File: src/hdl/cmps_pkg.sv
// Package for the Catmull-Rom path sampler: payload and command types,
// controller state codes and the reciprocal tables used for the t step.
// Depends on nothing.
package cmps_pkg;

    localparam int unsigned PT_WIDTH   = 24;
    localparam int unsigned OUT_WIDTH  = 28;
    localparam int unsigned SEG_WIDTH  = 16;
    localparam int unsigned IDX_WIDTH  = 5;
    localparam int unsigned F_WIDTH    = 6;
    localparam int unsigned T_WIDTH    = 16;

    typedef struct packed {
        logic signed [PT_WIDTH-1:0] point_x;
        logic signed [PT_WIDTH-1:0] point_y;
        logic                       final_point;
    } point_t;

    typedef struct packed {
        logic signed [OUT_WIDTH-1:0] sample_x;
        logic signed [OUT_WIDTH-1:0] sample_y;
        logic [SEG_WIDTH-1:0]        segment_index;
        logic [IDX_WIDTH-1:0]        sample_index;
        logic                        last_of_run;
        logic                        route_too_short;
    } sample_t;

    typedef enum logic [1:0] {
        KIND_START,
        KIND_CUBIC,
        KIND_END
    } seg_kind_t;

    typedef enum logic [2:0] {
        S_IDLE,
        S_COEF,
        S_POW,
        S_CUBE,
        S_MUL,
        S_SUM,
        S_OUT,
        S_FINISH
    } ctrl_state_t;

    typedef struct packed {
        logic               load_point;
        logic               shift;
        logic               coef_load;
        seg_kind_t          kind;
        logic               t_clear;
        logic               t_step;
        logic               pow;
        logic               cube;
        logic               mul;
        logic               sum;
        logic               err_load;
        logic [F_WIDTH-1:0] f;
    } dp_cmd_t;

    // Quotient of 65536 by F, F from 2 to 32; any other F gives 0.
    function automatic logic [T_WIDTH-1:0] recip_quot(input logic [F_WIDTH-1:0] f);
        logic [T_WIDTH-1:0] q;
        unique case (f)
            6'd2:  q = 16'd32768;
            6'd3:  q = 16'd21845;
            6'd4:  q = 16'd16384;
            6'd5:  q = 16'd13107;
            6'd6:  q = 16'd10922;
            6'd7:  q = 16'd9362;
            6'd8:  q = 16'd8192;
            6'd9:  q = 16'd7281;
            6'd10: q = 16'd6553;
            6'd11: q = 16'd5957;
            6'd12: q = 16'd5461;
            6'd13: q = 16'd5041;
            6'd14: q = 16'd4681;
            6'd15: q = 16'd4369;
            6'd16: q = 16'd4096;
            6'd17: q = 16'd3855;
            6'd18: q = 16'd3640;
            6'd19: q = 16'd3449;
            6'd20: q = 16'd3276;
            6'd21: q = 16'd3120;
            6'd22: q = 16'd2978;
            6'd23: q = 16'd2849;
            6'd24: q = 16'd2730;
            6'd25: q = 16'd2621;
            6'd26: q = 16'd2520;
            6'd27: q = 16'd2427;
            6'd28: q = 16'd2340;
            6'd29: q = 16'd2259;
            6'd30: q = 16'd2184;
            6'd31: q = 16'd2114;
            6'd32: q = 16'd2048;
            default: q = '0;
        endcase
        return q;
    endfunction

    // Remainder of 65536 by F, F from 1 to 32.
    function automatic logic [F_WIDTH-1:0] recip_rem(input logic [F_WIDTH-1:0] f);
        logic [F_WIDTH-1:0] r;
        unique case (f)
            6'd3, 6'd5, 6'd15, 6'd17: r = 6'd1;
            6'd7, 6'd14, 6'd31:       r = 6'd2;
            6'd13:                    r = 6'd3;
            6'd6, 6'd12:              r = 6'd4;
            6'd19:                    r = 6'd5;
            6'd10:                    r = 6'd6;
            6'd9, 6'd27:              r = 6'd7;
            6'd11, 6'd23:             r = 6'd9;
            6'd25:                    r = 6'd11;
            6'd18, 6'd20, 6'd21, 6'd24, 6'd26, 6'd28, 6'd30: r = 6'd16;
            6'd22:                    r = 6'd20;
            6'd29:                    r = 6'd25;
            default:                  r = '0;
        endcase
        return r;
    endfunction

endpackage

File: src/hdl/cmps_ctrl.sv
// Controller: sequences waypoint intake, segments and samples, and keeps the
// point count, segment and sample indexes and the F register. Uses cmps_pkg.
module cmps_ctrl #(
    parameter int MAX_SAMPLES = 32
) (
    input  logic                              clk,
    input  logic                              rst_n,
    input  logic                              cfg_wr_en,
    input  logic [cmps_pkg::F_WIDTH-1:0]      cfg_wr_data,
    input  logic                              in_valid,
    input  logic                              in_final,
    output logic                              in_ready,
    input  logic                              out_ready,
    output logic                              out_valid,
    output cmps_pkg::dp_cmd_t                 cmd,
    output logic [cmps_pkg::SEG_WIDTH-1:0]    segment_index,
    output logic [cmps_pkg::IDX_WIDTH-1:0]    sample_index,
    output logic                              last_of_run,
    output logic                              route_too_short
);
    import cmps_pkg::*;

    localparam logic [F_WIDTH-1:0] F_MAX = F_WIDTH'(MAX_SAMPLES);

    ctrl_state_t          state_reg, state_next;
    seg_kind_t            kind_reg, kind_next;
    logic [F_WIDTH-1:0]   cfg_reg, f_reg, f_next, f_eff;
    logic                 fin_reg, fin_next;
    logic [SEG_WIDTH-1:0] seen_reg, seen_next, seg_reg, seg_next;
    logic [IDX_WIDTH-1:0] idx_reg, idx_next;
    logic [SEG_WIDTH-1:0] oseg_reg, oseg_next;
    logic [IDX_WIDTH-1:0] oidx_reg, oidx_next;
    logic                 olast_reg, olast_next, oerr_reg, oerr_next;
    logic                 seg_done;

    always_comb
    begin
        if (cfg_reg == '0)
            f_eff = F_WIDTH'(1);
        else if (cfg_reg > F_MAX)
            f_eff = F_MAX;
        else
            f_eff = cfg_reg;
    end

    assign seg_done = ({1'b0, idx_reg} == f_reg - F_WIDTH'(1));

    always_ff @(posedge clk or negedge rst_n)
    begin
        if (!rst_n)
        begin
            state_reg <= S_IDLE;
            kind_reg  <= KIND_START;
            cfg_reg   <= F_WIDTH'(32);
            f_reg     <= F_WIDTH'(1);
            fin_reg   <= 1'b0;
            seen_reg  <= '0;
            seg_reg   <= '0;
            idx_reg   <= '0;
            oseg_reg  <= '0;
            oidx_reg  <= '0;
            olast_reg <= 1'b0;
            oerr_reg  <= 1'b0;
        end
        else
        begin
            state_reg <= state_next;
            kind_reg  <= kind_next;
            if (cfg_wr_en)
                cfg_reg <= cfg_wr_data;
            f_reg     <= f_next;
            fin_reg   <= fin_next;
            seen_reg  <= seen_next;
            seg_reg   <= seg_next;
            idx_reg   <= idx_next;
            oseg_reg  <= oseg_next;
            oidx_reg  <= oidx_next;
            olast_reg <= olast_next;
            oerr_reg  <= oerr_next;
        end
    end

    always_comb
    begin
        state_next = state_reg;
        kind_next  = kind_reg;
        f_next     = f_reg;
        fin_next   = fin_reg;
        seen_next  = seen_reg;
        seg_next   = seg_reg;
        idx_next   = idx_reg;
        oseg_next  = oseg_reg;
        oidx_next  = oidx_reg;
        olast_next = olast_reg;
        oerr_next  = oerr_reg;
        cmd        = '0;
        cmd.kind   = kind_reg;
        cmd.f      = f_reg;
        in_ready   = 1'b0;
        out_valid  = 1'b0;
        unique case (state_reg)
            S_IDLE:
            begin
                in_ready = 1'b1;
                if (in_valid)
                begin
                    cmd.load_point = 1'b1;
                    fin_next = in_final;
                    f_next   = f_eff;
                    if (seen_reg < SEG_WIDTH'(2))
                    begin
                        if (in_final)
                        begin
                            cmd.err_load = 1'b1;
                            oseg_next  = '0;
                            oidx_next  = '0;
                            olast_next = 1'b1;
                            oerr_next  = 1'b1;
                            state_next = S_OUT;
                        end
                        else
                            state_next = S_FINISH;
                    end
                    else
                    begin
                        kind_next  = (seen_reg == SEG_WIDTH'(2)) ? KIND_START : KIND_CUBIC;
                        seg_next   = seen_reg - SEG_WIDTH'(2);
                        state_next = S_COEF;
                    end
                end
            end
            S_COEF:
            begin
                cmd.coef_load = 1'b1;
                cmd.t_clear   = 1'b1;
                idx_next      = '0;
                state_next    = S_POW;
            end
            S_POW:
            begin
                cmd.pow    = 1'b1;
                state_next = S_CUBE;
            end
            S_CUBE:
            begin
                cmd.cube   = 1'b1;
                state_next = S_MUL;
            end
            S_MUL:
            begin
                cmd.mul    = 1'b1;
                state_next = S_SUM;
            end
            S_SUM:
            begin
                cmd.sum    = 1'b1;
                oseg_next  = seg_reg;
                oidx_next  = idx_reg;
                olast_next = seg_done && (kind_reg == KIND_END || !fin_reg);
                oerr_next  = 1'b0;
                state_next = S_OUT;
            end
            S_OUT:
            begin
                out_valid = 1'b1;
                if (out_ready)
                begin
                    if (oerr_reg)
                    begin
                        seen_next  = '0;
                        state_next = S_IDLE;
                    end
                    else if (seg_done)
                    begin
                        if (kind_reg != KIND_END && fin_reg)
                        begin
                            kind_next  = KIND_END;
                            seg_next   = seen_reg - SEG_WIDTH'(1);
                            state_next = S_COEF;
                        end
                        else
                            state_next = S_FINISH;
                    end
                    else
                    begin
                        idx_next   = idx_reg + IDX_WIDTH'(1);
                        cmd.t_step = 1'b1;
                        state_next = S_POW;
                    end
                end
            end
            S_FINISH:
            begin
                cmd.shift = 1'b1;
                if (fin_reg)
                    seen_next = '0;
                else if (seen_reg != '1)
                    seen_next = seen_reg + SEG_WIDTH'(1);
                state_next = S_IDLE;
            end
            default:
                state_next = S_IDLE;
        endcase
    end

    assign segment_index   = oseg_reg;
    assign sample_index    = oidx_reg;
    assign last_of_run     = olast_reg;
    assign route_too_short = oerr_reg;

    a_accept_leaves_idle: assert property (@(posedge clk) disable iff (!rst_n)
        (in_valid && in_ready) |=> (state_reg != S_IDLE))
        else $error("accepted word did not start work");

    a_index_in_range: assert property (@(posedge clk) disable iff (!rst_n)
        (state_reg == S_OUT && !oerr_reg) |-> ({1'b0, oidx_reg} < f_reg))
        else $error("sample index beyond samples per segment");

    a_last_ends_run: assert property (@(posedge clk) disable iff (!rst_n)
        (out_valid && out_ready && olast_reg) |=>
            (state_reg == S_FINISH || state_reg == S_IDLE))
        else $error("work continued after last word of run");

    a_error_clears_count: assert property (@(posedge clk) disable iff (!rst_n)
        (out_valid && out_ready && oerr_reg) |=> (seen_reg == '0))
        else $error("point count not cleared after short route");

endmodule

File: config.mk
export PLATFORM = sky130hd
export DESIGN_NAME = cmps_ctrl
export DESIGN_NICKNAME = d
export VERILOG_FILES = /design/src/hdl/cmps_pkg.sv /design/src/hdl/cmps_ctrl.sv
export SDC_FILE = /design/constraint.sdc
export NUM_CORES = 1
export LEC_CHECK = 0
export ABC_AREA = 1
export ABC_CLOCK_PERIOD_IN_PS = 4800
export BUFFER_PORTS_ARGS = -buffer_cell sky130_fd_sc_hd__buf_2
export CORE_UTILIZATION = 29
export DETAILED_ROUTE_END_ITERATION = 8
export GPL_TIMING_DRIVEN = 0
export PLACE_DENSITY = 0.46
export SYNTH_ARGS = -nofsm -noshare
export SYNTH_HDL_FRONTEND = slang
export SYNTH_SLANG_ARGS = --single-unit
File: constraint.sdc
create_clock -name clk -period 4.8 [get_ports clk]
set_input_delay 0.24 -clock clk [delete_from_list [all_inputs] [get_ports clk]]
set_output_delay 0.24 -clock clk [all_outputs]
set_load 0.02 [all_outputs]
Yosys cells after proc, flatten, opt, wreduce, memory -nomap -nowiden
Cells that the tools add are included.
Widths: inputs -> output; s select.
- logic and storage cells: 123
- output and inout port bits: 43
- input port bits: 12
- bits in registers: 78
- add/sub/neg operators: 5
- mux-type cells: 65
- order comparisons: 2
- equal/unequal tests: 23
- reduce and logical (&&, ||, !) cells: 16
- operators with widths (kind ; number):
    $mux 16 ; 13
    $pmux 16 s2 ; 3
    $mux 5 ; 6
    $pmux 3 s8 ; 1
    $mux 1 ; 23
    $ne 2x2->1 const B ; 11
    $pmux 5 s2 ; 2
    $mux 3 ; 6
    $add 16x1->16 const B ; 1
    $eq 16x2->1 const B ; 1
    $lt 16x2->1 const B ; 1
    $ne 16x16->1 const B ; 1
    $sub 16x1->16 const B ; 1
    $sub 16x2->16 const B ; 1
    $eq 3x3->1 const B ; 4
    $mux 2 ; 6
    $mux 6 ; 2
    $reduce_and 4->1 ; 3
    $reduce_bool 2->1 ; 4
    $reduce_and 7->1 ; 1
    $eq 3x2->1 const B ; 2
    $eq 5x6->1 ; 1
    $gt 6x6->1 const B ; 1
    $logic_not 6->1 ; 1
    other kinds (12) ; 15

Longest topological paths before layout
- depth in word-level cells: 7
- mapped depth: 14
- gate-level depth less buffers: 13

Least setup slack after synthesis
Ideal clock, no wire load.
- kind: flip-flop to output port
- start point: reg f_reg[0]
- end point: out cmd[11] (netlist bit)
- stages on the path, launching flop included: 11
- data required time: 4.560 ns
- buffers on the path: 1
- path slack: 2.446 ns
- arrival: 2.114 ns
- cell sequence: dfstp_2 -> inv_2 -> ha_1 -> xnor2_1 -> nor2_1 -> nand2_1 -> nor2_2 -> nand2_1 -> nand2_4 -> buf_2 -> nor3_1
- RTL lines (element ; RTL line ; text):
    start, declared ; cmps_ctrl.sv:27 ; logic [F_WIDTH-1:0] cfg_reg, f_reg, f_next, f_eff;
    start signal, assigned ; cmps_ctrl.sv:71 ; f_reg <= f_next;
    end, declared ; cmps_ctrl.sv:15 ; output cmps_pkg::dp_cmd_t cmd,

==> results.md <==
Clocking:
- Buffers added to address setup during post-CTS repair amount to 0.
- CTS saw 78 sinks.
- The clock passes through at most 2 buffers.
- The clock tree synthesis step divided the H-tree into 3 levels.
- The TritonCTS clock tree is built.
- The cell at the root of the clock tree is clkbuf_16.
- After clock tree synthesis, the flow added hold-fix buffers numbering 1.
- The clock transition at the registers of the reported paths is 60 ps.
- Once the clock tree was built, the resizer swapped 0 gates to a different size.
- For the worst-skew pair, the clock arrives at the later sink with an insertion delay of 350 ps.
- In this run, CTS created clock tree buffers numbering 9.

Placement:
- Once detailed placement completed, the half-perimeter wirelength came to 9.63 mm.
- The routability-driven placement congestion ratio is 0.859.
- Timing analysis after detailed placement gives a worst setup slack of 2320 ps.
- The count of buffers added on input and output ports is 54.

Layout:
- The number of nets in the finished design is 722.
- The filler cell count is 1647.
- The number of antenna diodes in the final layout is 0.
- The flip-flop and latch area is 1950 µm².
- In the final layout, the share of cells above drive strength 1 is 0.177.
- The layout-stage area growth over the synthesis result is 20.2%.
- The combined area of the multi-input logic cells is 2270 µm².

Setup path:
- The critical path goes through inv_2 -> ha_1 -> xnor2_1 -> nor2_1 -> nand2_1 -> nor2_2 -> nand2_1 -> nand2_4 -> buf_2 -> nor3_1 -> buf_2.
- The capturing element type of the critical path is an output port.
- In this run the critical register-to-register path is launched from f_reg[0].
- The reg-to-reg setup timing slack is 2540 ps.
- At the worst endpoint, the required time is 4560 ps.
- The maximum cell stage delay along the critical path is 570 ps.
- Along the worst path, the maximum fanout reaches 10.
- The arrival time at the worst endpoint is 2580 ps.
- The worst setup path category is reg -> out.
- The kind of start point of the critical path is a flip-flop.
- In this run the worst setup path begins at f_reg[0].
- Together, buffers and inverters on the worst path number 3.
- The category of cells accounting for the largest share of critical-path delay is simple AND/OR/NAND/NOR gates.
- Among all stages on the critical path, the largest delay is contributed by dfstp_2.

Global route:
- The largest net degree at the start of global routing is 42.
- The first global-routing pass estimated 20.6 mm of wire.
- The via count of the first global-routing pass came to 4022.
- The global route total overflow is 0.
- The total global routing track utilization is 0.163.
- The number of antenna violations at the first check in global routing is 0.

STA:
- The final worst-path setup slack is 1980 ps.
- The actual slew at the worst max-slew pin is 572 ps.
- Setup repair after global routing left no endpoint under its margin.
- Setup total negative slack on the finished layout was measured at 0 ps.
- The count of final setup violators is 0.
- The final-report max-slew violation count is 0.
- The final worst clock skew is 11.7 ps.
- The shortest period the worst path allows is 2820 ps.
- Dividing the final minimum period by the clock period gives 0.588.
- For this run, the top clock speed supported by timing is 0.354 GHz.
- The worst pin sits at a relative slew slack of 0.618.
- The final-report hold violation count is 0.

Floorplanning:
- The die outline height is 128 µm.
- The number of placement rows is 45.
- From left edge to right edge, the die measures 128 µm.
- The starting density of the core is 0.300.
- The floorplan step defined a die boundary enclosing 16400 µm².
- The placeable core region is 15400 µm².
- The number of top-level pins is 55.

Pwr:
- The combinational fraction of design power is 0.512.
- The worst IR drop on VDD is 201 µV.
- The leakage power is 2.85 nW.
- The share of total power dissipated in sequential elements is 0.273.
- The switching fraction of total power is 0.459.
- Power spread over the standard cell area amounts to 707 nW/µm².
- The analysis attributes to net switching a power of 1.80 mW.
- The internal portion of the total power is 2.12 mW.
- The relative contribution of the clock network to total power is 0.215.

Worst hold path:
- The startpoint identified for the worst hold timing path is cfg_wr_data[2].
- The worst min-delay path class is in -> reg.

Routing:
- In the final routed layout, each cell accounts on average for 13.4 µm.
- The first routing iteration left 234 violations.
- The number of remaining DRC errors is 0.
- The first detailed-routing pass took 4 iterations.
- The final wirelength is 12.3 mm.
- Dividing the detail-routed via count by the number of cells gives 4.61.
- The number of nets still failing antenna checks after routing is 0.
- Across all layers, the routed design uses 4228 vias.

Yosys:
- The cell accounting for the most synthesized area is dfrtp_1.
- The synthesized flop and latch total is 78.
- The number of distinct library cell variants in the gate-level netlist after synthesis is 34.
- For this run, the number of Yosys warnings is 0.
- Counting every net in the synthesized netlist gives 655.
- In this run the cell area of the synthesized design comes to 4610 µm².
- In the post-synthesis netlist, the biggest area contributors are dfrtp_1 41%, nand2_1 19%, inv_1 4.8%.
- Of the post-synthesis cell area, the dominant cell type holds 0.413.
- Of the synthesized area, sequential elements account for 0.424.
- In this run the mean area of a mapped cell was 7.26 µm².
- Synthesis handed over a netlist of 635 instances.

Run status:
- The run finished with clean final reports.

Flow run:
- The max-capacitance violation count is 0.
==> cell usage in the layout, fill, tap and decap left out, types with 2 or more instances in the layout <==
cell	Yosys	final
o21ai_2	3	3
nand2_1	233	233
a21oi_1	3	3
xor2_1	10	10
nand3_1	44	44
o21ai_1	10	10
nor3_4	3	3
o21ai_0	37	37
nand4_1	34	34
clkbuf_16	0	9
buf_4	2	3
buf_2	7	60
nor3_1	10	10
clkbuf_1	5	6
nand2_2	3	3
ha_1	8	8
dfrtp_1	76	76
nor2_2	9	9
nand2_4	2	2
or2_2	3	3
bufinv_16	0	4
buf_6	5	5
o22ai_1	4	4
inv_1	59	59
dfstp_2	2	2
inv_2	10	10
nand3_2	2	2
nor2_1	43	43
==> path summary, 6_finish.rpt <==
kind / end / cells after the start
max: cmd[11] / 11
min: cfg_reg[2] / 3
max reg2reg: seg_reg[6] / 12
min reg2reg: segment_index[3] / 2
max in group asynchronous: seg_reg[3] / 3
min in group asynchronous: seen_reg[9] / 2
==> power by group through the flow <==
| stage | registers, mW | clock network [mW] | logic, mW |
|---|---|---|---|
| after CTS | 1.07 | 0.864 | 2.03 |
| final | 1.07 | 0.840 | 2.01 |
| after global routing | 1.10 | 0.888 | 2.30 |
| after floorplan | 1.15 | 0 | 1.39 |
| after detailed placement | 1.08 | 0 | 2.02 |
| after global placement | 1.08 | 0 | 2.00 |
==> cells in the mapped netlist, drive strengths merged <==
library cell / number
nand4: 34
nand3b: 1
o22ai: 4
inv: 69
dfstp: 2
ha: 8
nand2: 238
o21bai: 1
nor2: 53
dfrtp: 76
clkbuf: 5
or2: 3
o21ai: 50
mux2: 1
nor3: 13
nand3: 47
xor2: 10
buf: 15
nor4: 1
a21oi: 3
xnor2: 1
==> worst min-delay path, stage by stage <==
cell,delay (ps)
buf_2,80
nand2_1,40
o21ai_0,60
==> final cells by class <==
type | instances | area share
inverter | 69 | 0.0468
clock buffer | 10 | 0.0413
tap | 211 | 0.0477
buffer | 20 | 0.0233
sequential | 78 | 0.353
clock inverter | 6 | 0.0242
multi-input combinational | 468 | 0.409
timing repair buffer | 56 | 0.0547
==> per-layer routing <==
layer | track usage | part of all wire | vias up
met2 | 0.255 | 0.44 | 98
met5 | 0 | 0 | -
met3 | 0.0288 | 0.040 | 14
met1 | 0.223 | 0.50 | 1932
met4 | 0.0657 | 0.016 | 0
li1 | - | - | 2184
==> cell families after synthesis <==
family,share of synthesized area
and+or+nand+nor,0.379
buffers and inverters,0.0841
DFF,0.424
AOI/OAI and AO/OA,0.0679
xor gates and xnor gates,0.0209
adders and majority gates,0.0217
muxes,0.00244
==> stage by stage <==
stage | std cells | area [µm²] | util | total power [mW] | hold slack, ps
after detailed placement | 901 | 5170 | 0.336 | 3.10 | 258
final | 918 | 5540 | 0.360 | 3.92 | 101
after floorplan | 635 | 4610 | - | 2.54 | -55.6
after global placement | 900 | 5140 | 0.335 | 3.08 | 448
after global routing | 918 | 5540 | 0.360 | 4.29 | 109
after CTS | 918 | 5540 | 0.360 | 3.96 | 90.2
(Power assumes the default switching activity.)
